--- src/rtl/pdt_pkg.sv ---
// Shared types, codes and constants of the press dwell timer controller.
// No dependencies; used by every other file of the block except assert_macros.svh.
package pdt_pkg;

   // Field widths
   localparam int MODE_W     = 2;
   localparam int PRESS_W    = 21;
   localparam int ACTION_W   = 2;
   localparam int KIND_W     = 2;
   localparam int STATE_W    = 2;
   localparam int SECS_W     = 12;
   localparam int THR_W      = 20;
   localparam int STEP_W     = 10;
   localparam int PSTEP_W    = 17;
   localparam int CSR_IDX_W  = 2;
   localparam int CSR_DATA_W = 20;
   localparam int MAX_MSGS   = 3;
   localparam int CNT_W      = 2;

   // Parameter defaults
   localparam int DEFAULT_SECONDS_DEF  = 60;
   localparam int TICKS_PER_SECOND_DEF = 1000;

   // Largest elapsed second count
   localparam logic [SECS_W-1:0] SECS_MAX = '1;

   // Reciprocal of ten scaled by 2**24, exact for magnitudes below 2**22
   localparam int                  DIV10_SHIFT = 24;
   localparam logic [PRESS_W-1:0]  DIV10_MULT  = PRESS_W'(1677722);

   // Input item kinds
   localparam logic [MODE_W-1:0] MODE_SAMPLE = 2'd0;
   localparam logic [MODE_W-1:0] MODE_ACTION = 2'd1;
   localparam logic [MODE_W-1:0] MODE_TICK   = 2'd2;

   // User actions
   localparam logic [ACTION_W-1:0] ACT_INC  = 2'd0;
   localparam logic [ACTION_W-1:0] ACT_DEC  = 2'd1;
   localparam logic [ACTION_W-1:0] ACT_ACK  = 2'd2;
   localparam logic [ACTION_W-1:0] ACT_TARE = 2'd3;

   // Message kinds
   localparam logic [KIND_W-1:0] KIND_PRESSURE = 2'd0;
   localparam logic [KIND_W-1:0] KIND_STATE    = 2'd1;
   localparam logic [KIND_W-1:0] KIND_DISPLAY  = 2'd2;
   localparam logic [KIND_W-1:0] KIND_SETTING  = 2'd3;

   // Configuration register indexes
   localparam logic [CSR_IDX_W-1:0] REG_THRESHOLD = 2'd0;
   localparam logic [CSR_IDX_W-1:0] REG_STEP      = 2'd1;
   localparam logic [CSR_IDX_W-1:0] REG_MIN       = 2'd2;
   localparam logic [CSR_IDX_W-1:0] REG_MAX       = 2'd3;

   // Configuration reset values
   localparam logic [THR_W-1:0]  THRESHOLD_RST = THR_W'(1000);
   localparam logic [STEP_W-1:0] STEP_RST      = STEP_W'(5);
   localparam logic [SECS_W-1:0] MIN_RST       = SECS_W'(5);
   localparam logic [SECS_W-1:0] MAX_RST       = SECS_W'(600);

   typedef struct packed {
      logic [THR_W-1:0]  threshold;
      logic [STEP_W-1:0] step_secs;
      logic [SECS_W-1:0] min_secs;
      logic [SECS_W-1:0] max_secs;
   } cfg_type;

   typedef struct packed {
      logic [MODE_W-1:0]          mode;
      logic signed [PRESS_W-1:0]  pressure;
      logic [ACTION_W-1:0]        action;
   } item_type;

   typedef struct packed {
      logic [KIND_W-1:0]         kind;
      logic signed [PRESS_W-1:0] pressure;
      logic [STATE_W-1:0]        state;
      logic [SECS_W-1:0]         secs;
   } msg_type;

endpackage

--- src/rtl/pdt_if.sv ---
// Valid/ready channel interfaces for the request and response sides.
// Depends on pdt_pkg for field widths.
interface pdt_req_if;
   import pdt_pkg::*;
   logic                       valid;
   logic                       ready;
   logic [MODE_W-1:0]          mode;
   logic signed [PRESS_W-1:0]  pressure_grams;
   logic [ACTION_W-1:0]        action_code;

   modport source (output valid, mode, pressure_grams, action_code, input ready);
   modport sink   (input valid, mode, pressure_grams, action_code, output ready);
endinterface

interface pdt_rsp_if;
   import pdt_pkg::*;
   logic                       valid;
   logic                       ready;
   logic [KIND_W-1:0]          message_kind;
   logic signed [PRESS_W-1:0]  shown_pressure;
   logic [STATE_W-1:0]         machine_state;
   logic [SECS_W-1:0]          timer_seconds;
   logic                       last;

   modport source (output valid, message_kind, shown_pressure, machine_state,
                   timer_seconds, last, input ready);
   modport sink   (input valid, message_kind, shown_pressure, machine_state,
                   timer_seconds, last, output ready);
endinterface

--- src/rtl/press_dwell_timer_controller_unit.sv ---
// Top level of the press dwell timer controller: input register, CSRs and submodules.
// Depends on pdt_pkg, pdt_if, pdt_engine and pdt_msg_queue.
//
// Usage: req_bus carries one transaction per item: a pressure sample, a user
// action or a one-millisecond tick. rsp_bus returns zero to three messages per
// item in order; last marks the final message of each item. Items that cause no
// message (a tick outside timing, an acknowledge outside alert, mode 3) are
// consumed silently. The csr_ port writes the four configuration registers and
// must be used only while the block is idle; the block itself does not enforce this.
// Flow: an accepted request waits in the input register until the message buffer
// can load, is processed as it loads, and its first message is then offered on rsp_bus.
// Throughput: one item per cycle for silent items while the message buffer is empty;
// otherwise the next item waits until the final message of the last one is taken, so
// the single response port draining the three-entry message buffer sets the pace.
// Reset: synchronous, active high; the machine starts in calibrating with the
// default duration, the buffer empty and configuration at its reset values.
// Stall: while rsp_bus.ready is low the offered message holds, one further item
// waits in the input register and then req_bus.ready drops.
module press_dwell_timer_controller_unit #(
   parameter int DEFAULT_SECONDS  = pdt_pkg::DEFAULT_SECONDS_DEF,
   parameter int TICKS_PER_SECOND = pdt_pkg::TICKS_PER_SECOND_DEF
) (
   input  logic                            clock,
   input  logic                            reset,
   pdt_req_if.sink                         req_bus,
   pdt_rsp_if.source                       rsp_bus,
   input  logic                            csr_we,
   input  logic [pdt_pkg::CSR_IDX_W-1:0]   csr_index,
   input  logic [pdt_pkg::CSR_DATA_W-1:0]  csr_wdata
);
   import pdt_pkg::*;

   cfg_type           cfg_ff;
   logic              in_valid_ff;
   item_type          in_item_ff;
   logic              take;
   logic              can_load;
   msg_type           msgs [MAX_MSGS];
   logic [CNT_W-1:0]  msg_count;

   // Configuration registers.
   always_ff @(posedge clock) begin
      if (reset) begin
         cfg_ff.threshold <= THRESHOLD_RST;
         cfg_ff.step_secs <= STEP_RST;
         cfg_ff.min_secs  <= MIN_RST;
         cfg_ff.max_secs  <= MAX_RST;
      end else if (csr_we) begin
         case (csr_index)
            REG_THRESHOLD: cfg_ff.threshold <= csr_wdata[THR_W-1:0];
            REG_STEP:      cfg_ff.step_secs <= csr_wdata[STEP_W-1:0];
            REG_MIN:       cfg_ff.min_secs  <= csr_wdata[SECS_W-1:0];
            REG_MAX:       cfg_ff.max_secs  <= csr_wdata[SECS_W-1:0];
            default: begin
            end
         endcase
      end
   end

   // Input register: refilled whenever it is empty or being processed.
   assign take          = in_valid_ff && can_load;
   assign req_bus.ready = !in_valid_ff || take;

   always_ff @(posedge clock) begin
      if (reset) begin
         in_valid_ff <= 1'b0;
      end else if (req_bus.ready) begin
         in_valid_ff <= req_bus.valid;
      end
   end

   always_ff @(posedge clock) begin
      if (req_bus.ready && req_bus.valid) begin
         in_item_ff.mode     <= req_bus.mode;
         in_item_ff.pressure <= req_bus.pressure_grams;
         in_item_ff.action   <= req_bus.action_code;
      end
   end

   pdt_engine #(
      .DEFAULT_SECONDS  (DEFAULT_SECONDS),
      .TICKS_PER_SECOND (TICKS_PER_SECOND)
   ) u_engine (
      .clock     (clock),
      .reset     (reset),
      .cfg       (cfg_ff),
      .item      (in_item_ff),
      .take      (take),
      .msgs      (msgs),
      .msg_count (msg_count)
   );

   pdt_msg_queue u_queue (
      .clock     (clock),
      .reset     (reset),
      .load      (take),
      .msgs      (msgs),
      .msg_count (msg_count),
      .can_load  (can_load),
      .rsp       (rsp_bus)
   );

endmodule

--- src/rtl/pdt_engine.sv ---
// Controller state and per-transaction message generation of the dwell timer.
// Depends on pdt_pkg for types and codes.
module pdt_engine #(
   parameter int DEFAULT_SECONDS  = pdt_pkg::DEFAULT_SECONDS_DEF,
   parameter int TICKS_PER_SECOND = pdt_pkg::TICKS_PER_SECOND_DEF
) (
   input  logic                          clock,
   input  logic                          reset,
   input  pdt_pkg::cfg_type              cfg,
   input  pdt_pkg::item_type             item,
   input  logic                          take,
   output pdt_pkg::msg_type              msgs [pdt_pkg::MAX_MSGS],
   output logic [pdt_pkg::CNT_W-1:0]     msg_count
);
   import pdt_pkg::*;

   localparam int MS_W = (TICKS_PER_SECOND > 1) ? $clog2(TICKS_PER_SECOND) : 1;
   localparam logic [MS_W:0] TICKS = (MS_W + 1)'(TICKS_PER_SECOND);

   typedef enum logic [STATE_W-1:0] {
      ST_CAL    = 2'd0,
      ST_IDLE   = 2'd1,
      ST_TIMING = 2'd2,
      ST_ALERT  = 2'd3
   } state_type;

   state_type                  state_ff, state_in;
   logic [SECS_W-1:0]          dur_ff, dur_in;
   logic [MS_W-1:0]            ms_ff, ms_in;
   logic [SECS_W-1:0]          el_ff, el_in;
   logic signed [PSTEP_W-1:0]  shown_step_ff, shown_step_in;
   logic                       shown_valid_ff, shown_valid_in;

   // Divide the sample by ten toward zero through a scaled reciprocal.
   logic                       press_neg;
   logic [PRESS_W-1:0]         press_mag;
   logic [2*PRESS_W-1:0]       press_prod;
   logic [PSTEP_W-1:0]         quot_mag;
   logic signed [PSTEP_W-1:0]  press_step;
   logic                       above;

   assign press_neg  = item.pressure[PRESS_W-1];
   assign press_mag  = press_neg ? PRESS_W'(-item.pressure) : PRESS_W'(item.pressure);
   assign press_prod = {{PRESS_W{1'b0}}, press_mag} * {{PRESS_W{1'b0}}, DIV10_MULT};
   assign quot_mag   = press_prod[DIV10_SHIFT +: PSTEP_W];
   assign press_step = press_neg ? -signed'(quot_mag) : signed'(quot_mag);
   assign above      = $signed({item.pressure[PRESS_W-1], item.pressure})
                       > $signed({2'b00, cfg.threshold});

   // Duration arithmetic for the increment and decrement actions.
   logic [SECS_W:0]            inc_sum;
   logic signed [SECS_W+1:0]   dec_diff;
   logic [SECS_W-1:0]          inc_secs, dec_secs;

   assign inc_sum  = {1'b0, dur_ff} + {3'b000, cfg.step_secs};
   assign dec_diff = $signed({2'b00, dur_ff}) - $signed({4'b0000, cfg.step_secs});
   assign inc_secs = (inc_sum > {1'b0, cfg.max_secs}) ? cfg.max_secs : inc_sum[SECS_W-1:0];
   assign dec_secs = (dec_diff < $signed({2'b00, cfg.min_secs})) ? cfg.min_secs
                                                                : dec_diff[SECS_W-1:0];

   // Millisecond counter step while timing.
   logic [MS_W:0]              ms_next;
   logic                       ms_wrap;
   logic [SECS_W-1:0]          el_tick;

   assign ms_next = {1'b0, ms_ff} + {{MS_W{1'b0}}, 1'b1};
   assign ms_wrap = ms_next >= TICKS;
   assign el_tick = (ms_wrap && el_ff != SECS_MAX) ? el_ff + SECS_W'(1) : el_ff;

   // Next state and the ordered list of messages for this transaction.
   logic       enter;
   logic       dur_msg;
   state_type  enter_st;
   logic [CNT_W-1:0] n;

   always_comb begin
      state_in       = state_ff;
      dur_in         = dur_ff;
      ms_in          = ms_ff;
      el_in          = el_ff;
      shown_step_in  = shown_step_ff;
      shown_valid_in = shown_valid_ff;
      enter          = 1'b0;
      enter_st       = state_ff;
      dur_msg        = 1'b0;
      n              = '0;
      for (int i = 0; i < MAX_MSGS; i++) begin
         msgs[i] = '0;
      end

      case (item.mode)
         MODE_SAMPLE: begin
            if (!shown_valid_ff || press_step != shown_step_ff) begin
               shown_valid_in = 1'b1;
               shown_step_in  = press_step;
               msgs[n].kind     = KIND_PRESSURE;
               msgs[n].pressure = item.pressure;
               n = n + CNT_W'(1);
            end
            case (state_ff)
               ST_CAL: begin
                  enter    = 1'b1;
                  enter_st = ST_IDLE;
               end
               ST_IDLE: begin
                  if (above) begin
                     ms_in    = '0;
                     el_in    = '0;
                     enter    = 1'b1;
                     enter_st = ST_TIMING;
                  end
               end
               default: begin
                  if (!above) begin
                     enter    = 1'b1;
                     enter_st = ST_IDLE;
                  end
               end
            endcase
         end
         MODE_ACTION: begin
            case (item.action)
               ACT_INC: begin
                  dur_in  = inc_secs;
                  dur_msg = 1'b1;
               end
               ACT_DEC: begin
                  dur_in  = dec_secs;
                  dur_msg = 1'b1;
               end
               ACT_ACK: begin
                  if (state_ff == ST_ALERT) begin
                     enter    = 1'b1;
                     enter_st = ST_IDLE;
                  end
               end
               default: begin
                  enter    = 1'b1;
                  enter_st = ST_CAL;
               end
            endcase
         end
         MODE_TICK: begin
            if (state_ff == ST_TIMING) begin
               ms_in = ms_wrap ? '0 : ms_next[MS_W-1:0];
               el_in = el_tick;
               if (el_tick >= dur_ff) begin
                  enter    = 1'b1;
                  enter_st = ST_ALERT;
               end
            end
         end
         default: begin
         end
      endcase

      // State entry reports the new state, and idle also shows the duration.
      if (enter) begin
         state_in      = enter_st;
         msgs[n].kind  = KIND_STATE;
         msgs[n].state = enter_st;
         n = n + CNT_W'(1);
         if (enter_st == ST_IDLE) begin
            msgs[n].kind = KIND_DISPLAY;
            msgs[n].secs = dur_ff;
            n = n + CNT_W'(1);
         end
      end

      // A duration change is shown and then reported as the new setting.
      if (dur_msg) begin
         msgs[0].kind = KIND_DISPLAY;
         msgs[0].secs = dur_in;
         msgs[1].kind = KIND_SETTING;
         msgs[1].secs = dur_in;
         n = CNT_W'(2);
      end
      msg_count = n;
   end

   // Controller state registers, updated once per processed transaction.
   always_ff @(posedge clock) begin
      if (reset) begin
         state_ff       <= ST_CAL;
         dur_ff         <= SECS_W'(DEFAULT_SECONDS);
         ms_ff          <= '0;
         el_ff          <= '0;
         shown_step_ff  <= '0;
         shown_valid_ff <= 1'b0;
      end else if (take) begin
         state_ff       <= state_in;
         dur_ff         <= dur_in;
         ms_ff          <= ms_in;
         el_ff          <= el_in;
         shown_step_ff  <= shown_step_in;
         shown_valid_ff <= shown_valid_in;
      end
   end

endmodule

--- src/rtl/pdt_msg_queue.sv ---
// Result buffer that holds up to three messages of one transaction and drains them.
// Depends on pdt_pkg and the response channel interface.
module pdt_msg_queue (
   input  logic                       clock,
   input  logic                       reset,
   input  logic                       load,
   input  pdt_pkg::msg_type           msgs [pdt_pkg::MAX_MSGS],
   input  logic [pdt_pkg::CNT_W-1:0]  msg_count,
   output logic                       can_load,
   pdt_rsp_if.source                  rsp
);
   import pdt_pkg::*;

   msg_type           buf_ff [MAX_MSGS];
   logic [CNT_W-1:0]  rem_ff, rem_in;
   logic [CNT_W-1:0]  hd_ff, hd_in;
   logic              pop;

   assign pop      = rsp.valid && rsp.ready;
   assign can_load = (rem_ff == '0) || (rem_ff == CNT_W'(1) && rsp.ready);

   // Present the head message; the last one of a transaction is flagged.
   assign rsp.valid          = rem_ff != '0;
   assign rsp.message_kind   = buf_ff[hd_ff].kind;
   assign rsp.shown_pressure = buf_ff[hd_ff].pressure;
   assign rsp.machine_state  = buf_ff[hd_ff].state;
   assign rsp.timer_seconds  = buf_ff[hd_ff].secs;
   assign rsp.last           = rem_ff == CNT_W'(1);

   // Load a fresh list or step the head; the head returns to zero when empty.
   always_comb begin
      rem_in = rem_ff;
      hd_in  = hd_ff;
      if (load) begin
         rem_in = msg_count;
         hd_in  = '0;
      end else if (pop) begin
         rem_in = rem_ff - CNT_W'(1);
         hd_in  = (rem_ff == CNT_W'(1)) ? '0 : hd_ff + CNT_W'(1);
      end
   end

   always_ff @(posedge clock) begin
      if (reset) begin
         rem_ff <= '0;
         hd_ff  <= '0;
      end else begin
         rem_ff <= rem_in;
         hd_ff  <= hd_in;
      end
   end

   // Message storage carries no reset.
   always_ff @(posedge clock) begin
      if (load) begin
         for (int i = 0; i < MAX_MSGS; i++) begin
            buf_ff[i] <= msgs[i];
         end
      end
   end

endmodule

--- src/flat_wrapper.sv ---
// flat-port wrapper written by rule: the top's interface ports become plain ports
module press_dwell_timer_controller_unit_flat import pdt_pkg::*;
#(
   parameter int DEFAULT_SECONDS  = pdt_pkg::DEFAULT_SECONDS_DEF,
   parameter int TICKS_PER_SECOND = pdt_pkg::TICKS_PER_SECOND_DEF
)
  (clock, reset, csr_we, csr_index, csr_wdata, req_bus_valid, req_bus_mode, req_bus_pressure_grams, req_bus_action_code, req_bus_ready, rsp_bus_valid, rsp_bus_message_kind, rsp_bus_shown_pressure, rsp_bus_machine_state, rsp_bus_timer_seconds, rsp_bus_last, rsp_bus_ready);
  pdt_req_if req_bus_i ();
  pdt_rsp_if rsp_bus_i ();
  input  logic clock;
  input  logic reset;
  input  logic csr_we;
  input  logic [pdt_pkg::CSR_IDX_W-1:0] csr_index;
  input  logic [pdt_pkg::CSR_DATA_W-1:0] csr_wdata;
  input wire logic [$bits(req_bus_i.valid)-1:0] req_bus_valid;
  input wire logic [$bits(req_bus_i.mode)-1:0] req_bus_mode;
  input wire logic [$bits(req_bus_i.pressure_grams)-1:0] req_bus_pressure_grams;
  input wire logic [$bits(req_bus_i.action_code)-1:0] req_bus_action_code;
  output wire logic [$bits(req_bus_i.ready)-1:0] req_bus_ready;
  output wire logic [$bits(rsp_bus_i.valid)-1:0] rsp_bus_valid;
  output wire logic [$bits(rsp_bus_i.message_kind)-1:0] rsp_bus_message_kind;
  output wire logic [$bits(rsp_bus_i.shown_pressure)-1:0] rsp_bus_shown_pressure;
  output wire logic [$bits(rsp_bus_i.machine_state)-1:0] rsp_bus_machine_state;
  output wire logic [$bits(rsp_bus_i.timer_seconds)-1:0] rsp_bus_timer_seconds;
  output wire logic [$bits(rsp_bus_i.last)-1:0] rsp_bus_last;
  input wire logic [$bits(rsp_bus_i.ready)-1:0] rsp_bus_ready;
  assign req_bus_i.valid = req_bus_valid;
  assign req_bus_i.mode = req_bus_mode;
  assign req_bus_i.pressure_grams = req_bus_pressure_grams;
  assign req_bus_i.action_code = req_bus_action_code;
  assign req_bus_ready = req_bus_i.ready;
  assign rsp_bus_valid = rsp_bus_i.valid;
  assign rsp_bus_message_kind = rsp_bus_i.message_kind;
  assign rsp_bus_shown_pressure = rsp_bus_i.shown_pressure;
  assign rsp_bus_machine_state = rsp_bus_i.machine_state;
  assign rsp_bus_timer_seconds = rsp_bus_i.timer_seconds;
  assign rsp_bus_last = rsp_bus_i.last;
  assign rsp_bus_i.ready = rsp_bus_ready;
  press_dwell_timer_controller_unit #(.DEFAULT_SECONDS(DEFAULT_SECONDS), .TICKS_PER_SECOND(TICKS_PER_SECOND)) u_core (.clock(clock), .reset(reset), .req_bus(req_bus_i), .rsp_bus(rsp_bus_i), .csr_we(csr_we), .csr_index(csr_index), .csr_wdata(csr_wdata));
endmodule
--- config.mk ---
export PLATFORM = sky130hd
export DESIGN_NAME = press_dwell_timer_controller_unit_flat
export DESIGN_NICKNAME = d
export VERILOG_FILES = /design/src/rtl/pdt_pkg.sv /design/src/rtl/pdt_if.sv /design/src/rtl/press_dwell_timer_controller_unit.sv /design/src/rtl/pdt_engine.sv /design/src/rtl/pdt_msg_queue.sv /design/src/flat_wrapper.sv
export SDC_FILE = /design/constraint.sdc
export NUM_CORES = 1
export LEC_CHECK = 0
export ABC_AREA = 1
export BUFFER_PORTS_ARGS = -buffer_cell sky130_fd_sc_hd__buf_2
export CAP_MARGIN = 30
export CORE_UTILIZATION = 50
export CTS_CLUSTER_SIZE = 28
export DETAILED_ROUTE_END_ITERATION = 8
export HOLD_SLACK_MARGIN = 0.1
export PLACE_DENSITY = 0.67
export SETUP_SLACK_MARGIN = 0.3
export SLEW_MARGIN = 20
export SYNTH_ARGS = -nofsm -noshare
export SYNTH_HDL_FRONTEND = slang
export SYNTH_HIERARCHICAL = 1
export SYNTH_SLANG_ARGS = --single-unit
--- constraint.sdc ---
create_clock -name clock -period 12.6 [get_ports clock]
set_clock_uncertainty 0.2 [all_clocks]
set_input_delay 1.89 -clock clock [delete_from_list [all_inputs] [get_ports clock]]
set_output_delay 1.89 -clock clock [all_outputs]
set_load 0.05 [all_outputs]
* After elaboration in Yosys (flattened, before gate mapping)
Memory sizes are Yosys's and may differ from the RTL's. A register that Yosys moved wholly into a read port is not among the register bits. Index checks and enable logic that the tools add are counted.
Word-level totals: flip-flop bits (word level) 138, bits in writable memories 111, output and inout port bits 40, logic and storage cells 150, memories kept 1
Memories:
- u_core.u_queue.buf_ff | words 3, bits a word 37, read ports 1, clocked after memory_dff 1, wr ports 3, line pdt_msg_queue.sv:14 | msg_type buf_ff [MAX_MSGS];
Operators by class: add/sub/neg operators 10, multipliers 1, order comparisons 9, equality and inequality tests 17, mux-type cells 65, bitwise operators 2, reduce and logical (&&, ||, !) cells 29
Operators by type and width (count):
- $bwmux W111 | 4
- $demux W37 S2 | 4
- $mux W111 | 2
- $mux W12 | 9
- $mux W37 | 2
- $mux W21 | 3
- $pmux W12 S2 | 2
- $mul A21 B20 Y40 const B | 1
- $mux W10 | 4
- $mux W14 | 2
- $mux W2 | 14
- $gt A21 B21 Y1 | 1
- $neg A21 Y21 | 1
- $pmux W10 S2 | 1
- $mux W17 | 1
- $ne A17 B17 Y1 | 1
- $neg A17 Y17 | 1
- $add A12 B10 Y13 | 1
- $gt A13 B12 Y1 | 1
- $lt A13 B13 Y1 | 1
- $sub A12 B10 Y13 | 1
- $add A12 B1 Y12 const B | 1
- $eq A2 B1 Y1 const B | 6
- $eq A2 B2 Y1 const B | 6
- other kinds (24) | 63

* Logic depth before layout (Yosys ltp)
Gate-level depths: netlist (run 1).
depth after elaboration 21, gate-level depth with buffers 58

* Cells and area by module
The synthesis (run 1) kept the hierarchy.
By module, submodules not included:
- pdt_engine | times used 1, cells each 2298, area an instance 15964.1 sq um, sequential area each 1081.0 sq um
- pdt_msg_queue | times used 1, cells each 328, area an instance 4546.9 sq um, sequential area each 3453.3 sq um
- press_dwell_timer_controller_unit | times used 1, cells each 358, area an instance 3026.7 sq um, sequential area each 1851.8 sq um

* Worst setup path before layout (run 1)
No wires, ideal clock.
path kind register -> register, from reg u_core/in_item_ff[2] in the netlist's numbering, to reg u_core.u_queue.rem_ff[0], setup time 0.065 ns, arrival time 9.041 ns, required time 12.335 ns, path slack 3.294 ns, stages on the path, launching flop included 55, buffers on the path 1, clock period less this slack 9.306 ns, path through edfxtp_1 inv_1 ha_1 inv_2 nor3_1 nand2_1 nor2_1 nand4_1 nor2_1 inv_1 nor3_1 nand3_1 nand2_1 o21ai_0 xor2_1 inv_1 ha_1 fa_1 (+19 left out) nor2_1 xnor3_1 nor2_1 nand2_1 nor2_1 nand2_1 nor2_1 nand3_1 nor2_1 nand3_2 nand2_4 buf_2 ha_1 o21ai_0 nand2_1 nand2_1 a21oi_1 nor2_1
On the way: cells in the longest elaborated chain, start to end 15, elaborated cells on any way between the ends 25, those cells by class add/sub: 4; mul: 1; order compare: 1; eq/ne: 2; mux: 16; reduce/logical: 1
Ends and longest elaborated chain:
- start, declared | line press_dwell_timer_controller_unit.sv:35 | item_type in_item_ff;
- $neg A21 Y21 | line pdt_engine.sv:43 | assign press_mag = press_neg ? PRESS_W'(-item.pressure) : PRESS_W'(item.pressure);
- $mux W21 | line pdt_engine.sv:43
- $mul A21 B20 Y40 | line pdt_engine.sv:44 | assign press_prod = {{PRESS_W{1'b0}}, press_mag} * {{PRESS_W{1'b0}}, DIV10_MULT};
- $neg A17 Y17 | line pdt_engine.sv:46 | assign press_step = press_neg ? -signed'(quot_mag) : signed'(quot_mag);
- $mux W17 | line pdt_engine.sv:46
- $ne A17 B17 Y1 | line pdt_engine.sv:93 | if (!shown_valid_ff || press_step != shown_step_ff) begin
- $logic_or A1 B1 Y1 | line pdt_engine.sv:93
- $mux W1 | line pdt_engine.sv:93
- $mux W1 | line pdt_engine.sv:91 | case (item.mode)
- $add A2 B1 Y2 | line pdt_engine.sv:162 | n = n + CNT_W'(1);
- $add A2 B1 Y2 | line pdt_engine.sv:166 | n = n + CNT_W'(1);
- $mux W2 | line pdt_engine.sv:163 | if (enter_st == ST_IDLE) begin
- $mux W2 (*) | line pdt_engine.sv:158 | if (enter) begin
- $mux W2 (*) | line pdt_engine.sv:171 | if (dur_msg) begin
- net u_core.msg_count[0] | line press_dwell_timer_controller_unit.sv:39 | logic [CNT_W-1:0] msg_count;
- $mux W2 (*) | line pdt_msg_queue.sv:34 | if (load) begin
- end signal, assigned | line pdt_msg_queue.sv:48 | rem_ff <= rem_in;
- end, declared | line pdt_msg_queue.sv:15 | logic [CNT_W-1:0] rem_ff, rem_in;
The timed path passes the listed nets; every way through them passes the cells marked *. A chain may end at the register's enable or synchronous reset.

* Final worst setup path (run 1)
Ends and elaborated chain as after synthesis.

==> metrics.yaml, run 1 <==
status:
  status: "complete, no violations"
drt:
  routedWlPerCell_um: 17.3
  drc_errors: 0
  first_iter_violations: 1299
  vias_per_cell: 5.23
  ant_nets: 0
  drtPass1Iterations: 5
  wl_um: 63700
  via_count: 19300
sta:
  fin_ws_ns: 1.79
  fin_crit_ns: 10.81
  timing.final.crit_share_pct: 85.8
  slew_headroom_pct: 38.3
  rsz0062_at_grt: "false"
  tightest_slew_ns: 0.924
  drv_slew: 0
  fmax_mhz: 92.5
  setup_viol: 0
  finalHoldViolations: 0
  setup-tns-final_ns: 0
clock_network:
  cts_resized: 0
  cts_hold_buf: 0
  clk_path_buf_depth: 3
  htreeDepth: 1
  clock-sinks: 251
  cts_tree: "yes"
  clkTransAtPathRegs_ns: 0.06
  numCtsBuffers: 29
  clock_latency_ns: 0.59
  post-cts-setup-buffers: 0
  root_buffer: "clkbuf_16"
critical_path:
  path_max_fanout: 25
  worst-path-buf-inv: 8
  worst-r2r-setup-slack_ns: 1.79
  arrival_ns: 11.10
  cp_data_required_time_ns: 12.90
  path_delay_family: "adder cells"
  crit_type: "register to register"
  r2r_cells: 53
  critPathMostFrequentCell: "nor2_1"
  cp-end-kind: "register"
  start_kind: "register"
  crit_path_max_incr_delay_ns: 0.59
  reg2reg_to: "u_core/u_queue/rem_ff[0]$_SDFFE_PP0P_"
  r2r_start: "u_core/in_item_ff[2]$_DFFE_PP_"
  cp_slowest_cell: "xor2_1"
synthesis:
  syn_area_mm2: 0.0235
  synth_flop_cell: "edfxtp_1"
  synth-xor-area-share_pct: 3.49
  synth.area.mux_share_pct: 0.0478
  synth_edf_count: 136
  yosysWarningCount: 6
  synth_seq_cells: 251
  synth-simple-area-share_pct: 20.5
  yosysUniqueCellTypes: 54
  synthAdderAreaFrac_pct: 27.1
  yosysSeqAreaShare_pct: 27.1
  synth_area_per_cell_um2: 7.89
  synth_compound_area_share_pct: 9.37
  synth_top_family_by_area: "adder cells"
  syn-instance-count: 2984
  async_flop_share_pct: 0
grt:
  grt_max_degree: 68
  grt_pass1_wl_um: 101000
  grt_antenna_before_repair: 0
  grtUsageTotal_pct: 27.1
  gr-total-overflow: 0
  grt_pass1_vias: 19300
floorplanning:
  chipHeight_um: 219
  initial_utilization_pct: 50.7
  io_pins: 92
  rows: 79
  die_x_um: 219
  fp.dieArea_mm2: 0.0479
  core_mm2: 0.0465
layout:
  drive_gt1_share_pct: 7.38
  num-fill-cells: 4402
  fin_nets: 3530
  fin_util_pct: 54.3
  fin_area_mm2: 0.0252
  syn2layout_area_growth_pct: 7.10
  insertedDiodeCount: 0
  regArea_mm2: 0.00639
  multi_input_area_mm2: 0.0144
placed_design:
  hpwlAfterDp_um: 51300
  io_buffer_count: 91
  gp_congestion: 0.989
  place_area_mm2: 0.0243
  pre_cts_slack_ns: 1.93
worst_hold_path:
  hold_class: "register to register"
  min_to: "u_core/cfg_ff[12]$_SDFFE_PP1P_"
  min_from: "u_core/cfg_ff[12]$_SDFFE_PP1P_"
  whs_path_depth: 2
flow_run:
  max_cap_violations: 0
-- registers in the layout, summed over array words and instances, names as in the netlist, named ones only --
name / count
u_core/cfg_ff: 54
u_core/in_item_ff: 25
u_core/in_valid_ff: 1
u_core/u_engine/dur_ff: 12
u_core/u_engine/el_ff: 12
u_core/u_engine/ms_ff: 10
u_core/u_engine/shown_step_ff: 17
u_core/u_engine/shown_valid_ff: 1
u_core/u_engine/state_ff: 2
u_core/u_queue/buf_ff: 111
u_core/u_queue/hd_ff: 2
u_core/u_queue/rem_ff: 2
-- cells in the final DEF (no fill, tap or decap), types with 8 or more instances in the layout --
master / n
clkbuf_16: 29
ha_1: 284
o211ai_1: 18
nand2_2: 15
buf_4: 11
edfxtp_1: 136
a21oi_1: 190
xnor2_1: 12
nor3_1: 23
nand4_1: 28
fa_1: 141
inv_2: 11
clkbuf_1: 9
o21ai_0: 83
conb_1: 45
nand2_1: 590
a21oi_2: 21
a21o_1: 8
nand3_1: 127
nor2_1: 330
xor2_1: 74
dfxtp_1: 115
inv_1: 563
buf_2: 92
o21bai_1: 13
-- cells by family (layout without fill, tap and decap cells) --
logic type,after synthesis,count (layout)
AO/OA/AOI/OAI,379,379
XOR/XNOR,89,89
adder cells (fa/ha/maj),425,425
buffers and inverters,685,733
flip-flops,251,251
multiplexers,1,1
other,1,45
AND/OR/NAND/NOR,1153,1153
-- tightest hold or removal path, cell delays in order (launching register included) --
cell and delay [ns]:
dfxtp_1 0.32, nand2_1 0.05, nand3_1 0.05
-- metal layers --
metal | up-vias | routed length, µm | global-route usage, %
met5 | - | 0 | 0
met4 | 0 | 2370 | 10.4
met3 | 105 | 2840 | 2.72
met2 | 447 | 30700 | 47.5
met1 | 9203 | 27700 | 34.3
li1 | 9524 | - | -
-- cells in the mapped netlist, types with 4 or more instances --
cell type / n / area share, %
o211ai_1: 18 / 0.57
inv_1: 564 / 9.0
a211oi_1: 7 / 0.22
nand2_2: 15 / 0.40
nand3b_1: 7 / 0.22
clkbuf_1: 22 / 0.35
buf_2: 12 / 0.26
nand4_1: 28 / 0.74
inv_2: 11 / 0.18
nand2_4: 7 / 0.33
o21ai_0: 83 / 1.8
a21oi_1: 191 / 4.1
a31oi_1: 6 / 0.16
dfxtp_1: 115 / 9.8
o21ai_1: 4 / 0.085
buf_1: 5 / 0.080
o21a_1: 7 / 0.22
xnor2_1: 12 / 0.45
nand3_2: 7 / 0.30
a21oi_2: 21 / 0.78
nor2_2: 4 / 0.11
buf_6: 10 / 0.48
buf_4: 58 / 1.8
nand3_1: 127 / 2.7
nor3_1: 23 / 0.49
nor4_1: 5 / 0.13
nor2_1: 330 / 5.3
xor2_1: 74 / 2.8
a21o_1: 8 / 0.26
edfxtp_1: 136 / 17
fa_1: 141 / 12
o21bai_1: 13 / 0.41
o31ai_1: 4 / 0.13
ha_1: 284 / 15
nand2_1: 590 / 9.4
-- metrics by stage --
step	instances	hold WS [ns]
finish	3683	0.258
global route	3683	0.283
CTS	3681	0.257
global placement	3626	0.243
floorplan	3028	0.229
detailed placement	3627	0.243
-- final cells by class --
cell class | instances | share of cell area [%]
Clock inverter | 15 | 0.586
Clock buffer | 39 | 3.07
Inverter | 575 | 8.57
Timing Repair Buffer | 104 | 2.26
Sequential cell | 251 | 25.3
Multi-Input combinational cell | 2092 | 57.2
Tap cell | 607 | 3.01
-- worst max path at each step --
stage                                         startpoint                               endpoint  slack, ns  cells past startpoint
after detailed placement  u_core/in_item_ff[2]$_DFFE_PP_  u_core/u_queue/rem_ff[0]$_SDFFE_PP0P_       1.93                     53
after floorplan           u_core/in_item_ff[2]$_DFFE_PP_  u_core/u_queue/rem_ff[0]$_SDFFE_PP0P_       3.29                     54
after CTS                 u_core/in_item_ff[2]$_DFFE_PP_  u_core/u_queue/rem_ff[0]$_SDFFE_PP0P_       1.81                     53
final                     u_core/in_item_ff[2]$_DFFE_PP_  u_core/u_queue/rem_ff[0]$_SDFFE_PP0P_       1.79                     53
after global placement    u_core/in_item_ff[2]$_DFFE_PP_  u_core/u_queue/rem_ff[0]$_SDFFE_PP0P_       2.22                     53
after global routing      u_core/in_item_ff[2]$_DFFE_PP_  u_core/u_queue/rem_ff[0]$_SDFFE_PP0P_       0.80                     55
Power of run 1 is left out: the tool's default activity adds up to more than one toggle a clock period on the data nets, which glitch-free logic cannot reach.
==> run 2, diff against run 1 <==
CORE_ASPECT_RATIO = 0.6   (was default)
==> run 2 against run 1 <==
Sequential share of layout area about the same; sequential cell count unchanged; global-route usage is 1.9 points higher; core utilization about the same; register-to-register slack lost 0.02 ns; wire length rose by 8.4%; largest cell class unchanged; design area decreased by 0.11%; die area about the same; hold slack about the same.
==> metrics.yaml, run 2 (same netlist as run 1, synthesis figures left out) <==
status:
  status: "complete, no violations"
drt:
  wl_um: 69000  # +8.4%
  first_iter_violations: 1950  # +50%
  ant_nets: 0  # unchanged
  routedWlPerCell_um: 18.6  # +7.9%
  drtPass1Iterations: 7  # +2
  vias_per_cell: 5.30  # +1.3%
  via_count: 19600  # +1.8%
  drc_errors: 0  # unchanged
worst_hold_path:
  hold_class: "register to register"
  min_from: "u_core/cfg_ff[39]$_SDFFE_PP1P_"
clock_network:
  numCtsBuffers: 25  # -14%
  htreeDepth: 1  # unchanged
  clock-sinks: 251  # unchanged
  clock_latency_ns: 0.56  # -0.03 ns
  cts_tree: "yes"
  cts_resized: 0  # unchanged
  root_buffer: "clkbuf_16"
  post-cts-setup-buffers: 0  # unchanged
  cts_hold_buf: 0  # unchanged
  clkTransAtPathRegs_ns: 0.07  # about the same
  clk_path_buf_depth: 3  # unchanged
layout:
  top_register: "u_core/u_queue/buf_ff"
  largest_reg_flops: 111  # unchanged
  fin_nets: 3528  # -0.057%
  final_cell_mix: "nand2_1 (590), inv_1 (563), nor2_1 (330), ha_1 (284), a21oi_1 (190)"
  final_common_cell: "nand2_1"
  drive_gt1_share_pct: 7.36  # -0.018 points
  syn2layout_area_growth_pct: 6.97
  top_regs: "u_core/u_queue/buf_ff x111, u_core/cfg_ff x54, u_core/in_item_ff x25"
floorplanning:
  initial_utilization_pct: 50.7  # +0.057 points
  rows: 61  # -23%
  die_x_um: 282  # +29%
  core_mm2: 0.0464  # -0.11%
  chipHeight_um: 170  # -22%
  fp.dieArea_mm2: 0.0480  # about the same
  io_pins: 92  # unchanged
sta:
  slew_headroom_pct: 35.6  # -2.7 points
  setup_viol: 0  # unchanged
  drv_slew: 0  # unchanged
  setup-tns-final_ns: 0  # unchanged
  timing.final.crit_share_pct: 85.9  # +0.18 points
  fmax_mhz: 92.4  # -0.20%
  tightest_slew_ns: 0.955  # +0.0315 ns
  fin_crit_ns: 10.83  # +0.0221 ns
  rsz0062_at_grt: "false"
  finalHoldViolations: 0  # unchanged
critical_path:
  crit_path_max_incr_delay_ns: 0.55  # -0.04 ns
  cp_slowest_cell: "fa_1"
  r2r_start: "u_core/in_item_ff[2]$_DFFE_PP_"
  critPathMostFrequentCell: "nor2_1"
  path_max_fanout: 25  # unchanged
  crit_start: "u_core/in_item_ff[2]$_DFFE_PP_"
  cp-end-kind: "register"
  cp_data_required_time_ns: 12.88  # -0.02 ns
  crit_type: "register to register"
  arrival_ns: 11.11  # about the same
  start_kind: "register"
placed_design:
  gp_congestion: 1.04  # +5.4%
  hpwlAfterDp_um: 56600  # +10%
  io_buffer_count: 91  # unchanged
grt:
  grt_max_degree: 80  # +18%
  grt_pass1_wl_um: 106000  # +5.0%
  grtUsageTotal_pct: 29.0  # +1.9 points
  gr-total-overflow: 0  # unchanged
  grt_antenna_before_repair: 1  # +1
  grt_pass1_vias: 18500  # -4.0%
flow_run:
  max_cap_violations: 0  # unchanged
-- run 2: cell types whose count changed in the layout (fill, tap and decap cells not counted) --
cell        before  now
diode_2          0    1
buf_2           92   91
clkinv_1         4    0
clkbuf_4         0    2
clkinv_2         4    3
clkbuf_1         9    8
buf_6            0    1
clkinvlp_4       2    1
inv_4            1    2
clkbuf_8         1    3
clkbuf_16       29   26
clkinv_4         1    0
-- run 2: final cells by class --
type                            count  area [µm²]
Multi-Input combinational cell   2092       14400
Sequential cell                   251        6390
Inverter                          575        2160
Tap cell                          630         788
Antenna cell                        1        2.50
Clock inverter                      9         118
Clock buffer                       37         722
Fill cell                        4369       21200
Timing Repair Buffer              106         592
-- run 2: layer usage --
layer  vias up  wire [µm]  GRT usage [%]
li1       9509          -              -
met2       839      24600           36.7
met3        39       8630           9.67
met4         0        535           2.65
met5         -          0              0
met1      9243      35200           47.3
-- run 2: final timing paths --
kind,end,depth (start not counted),slack (ns)
setup / recovery,u_core/u_queue/rem_ff[0]$_SDFFE_PP0P_,53,1.77
hold / removal,u_core/cfg_ff[39]$_SDFFE_PP1P_,2,0.26
setup reg to reg,u_core/u_queue/rem_ff[0]$_SDFFE_PP0P_,53,1.77
hold reg to reg,u_core/cfg_ff[39]$_SDFFE_PP1P_,2,0.26
-- run 2: through the flow --
stage	cell area [µm²]	worst slack [ns]	hold slack (ns)	util, %	cells
floorplan	23700	3.29	0.229	-	3028
global placement	24300	2.17	0.247	52.3	3649
detailed placement	24300	2.05	0.248	52.3	3650
CTS	25100	1.99	0.264	54.1	3696
global route	25200	0.984	0.280	54.3	3701
finish	25200	1.77	0.257	54.3	3701
-- run 2: worst max-delay path: cells and delay by family, from the launching register on --
kind	cells	cell delay, ns
AOI/OAI and AO/OA	5	0.90
xor gates and xnor gates	2	0.75
adders and majority gates	11	4.30
buffers and inverters	8	0.68
DFF	1	0.54
and+or+nand+nor	27	3.37
Power of run 2 is left out for the same reason.
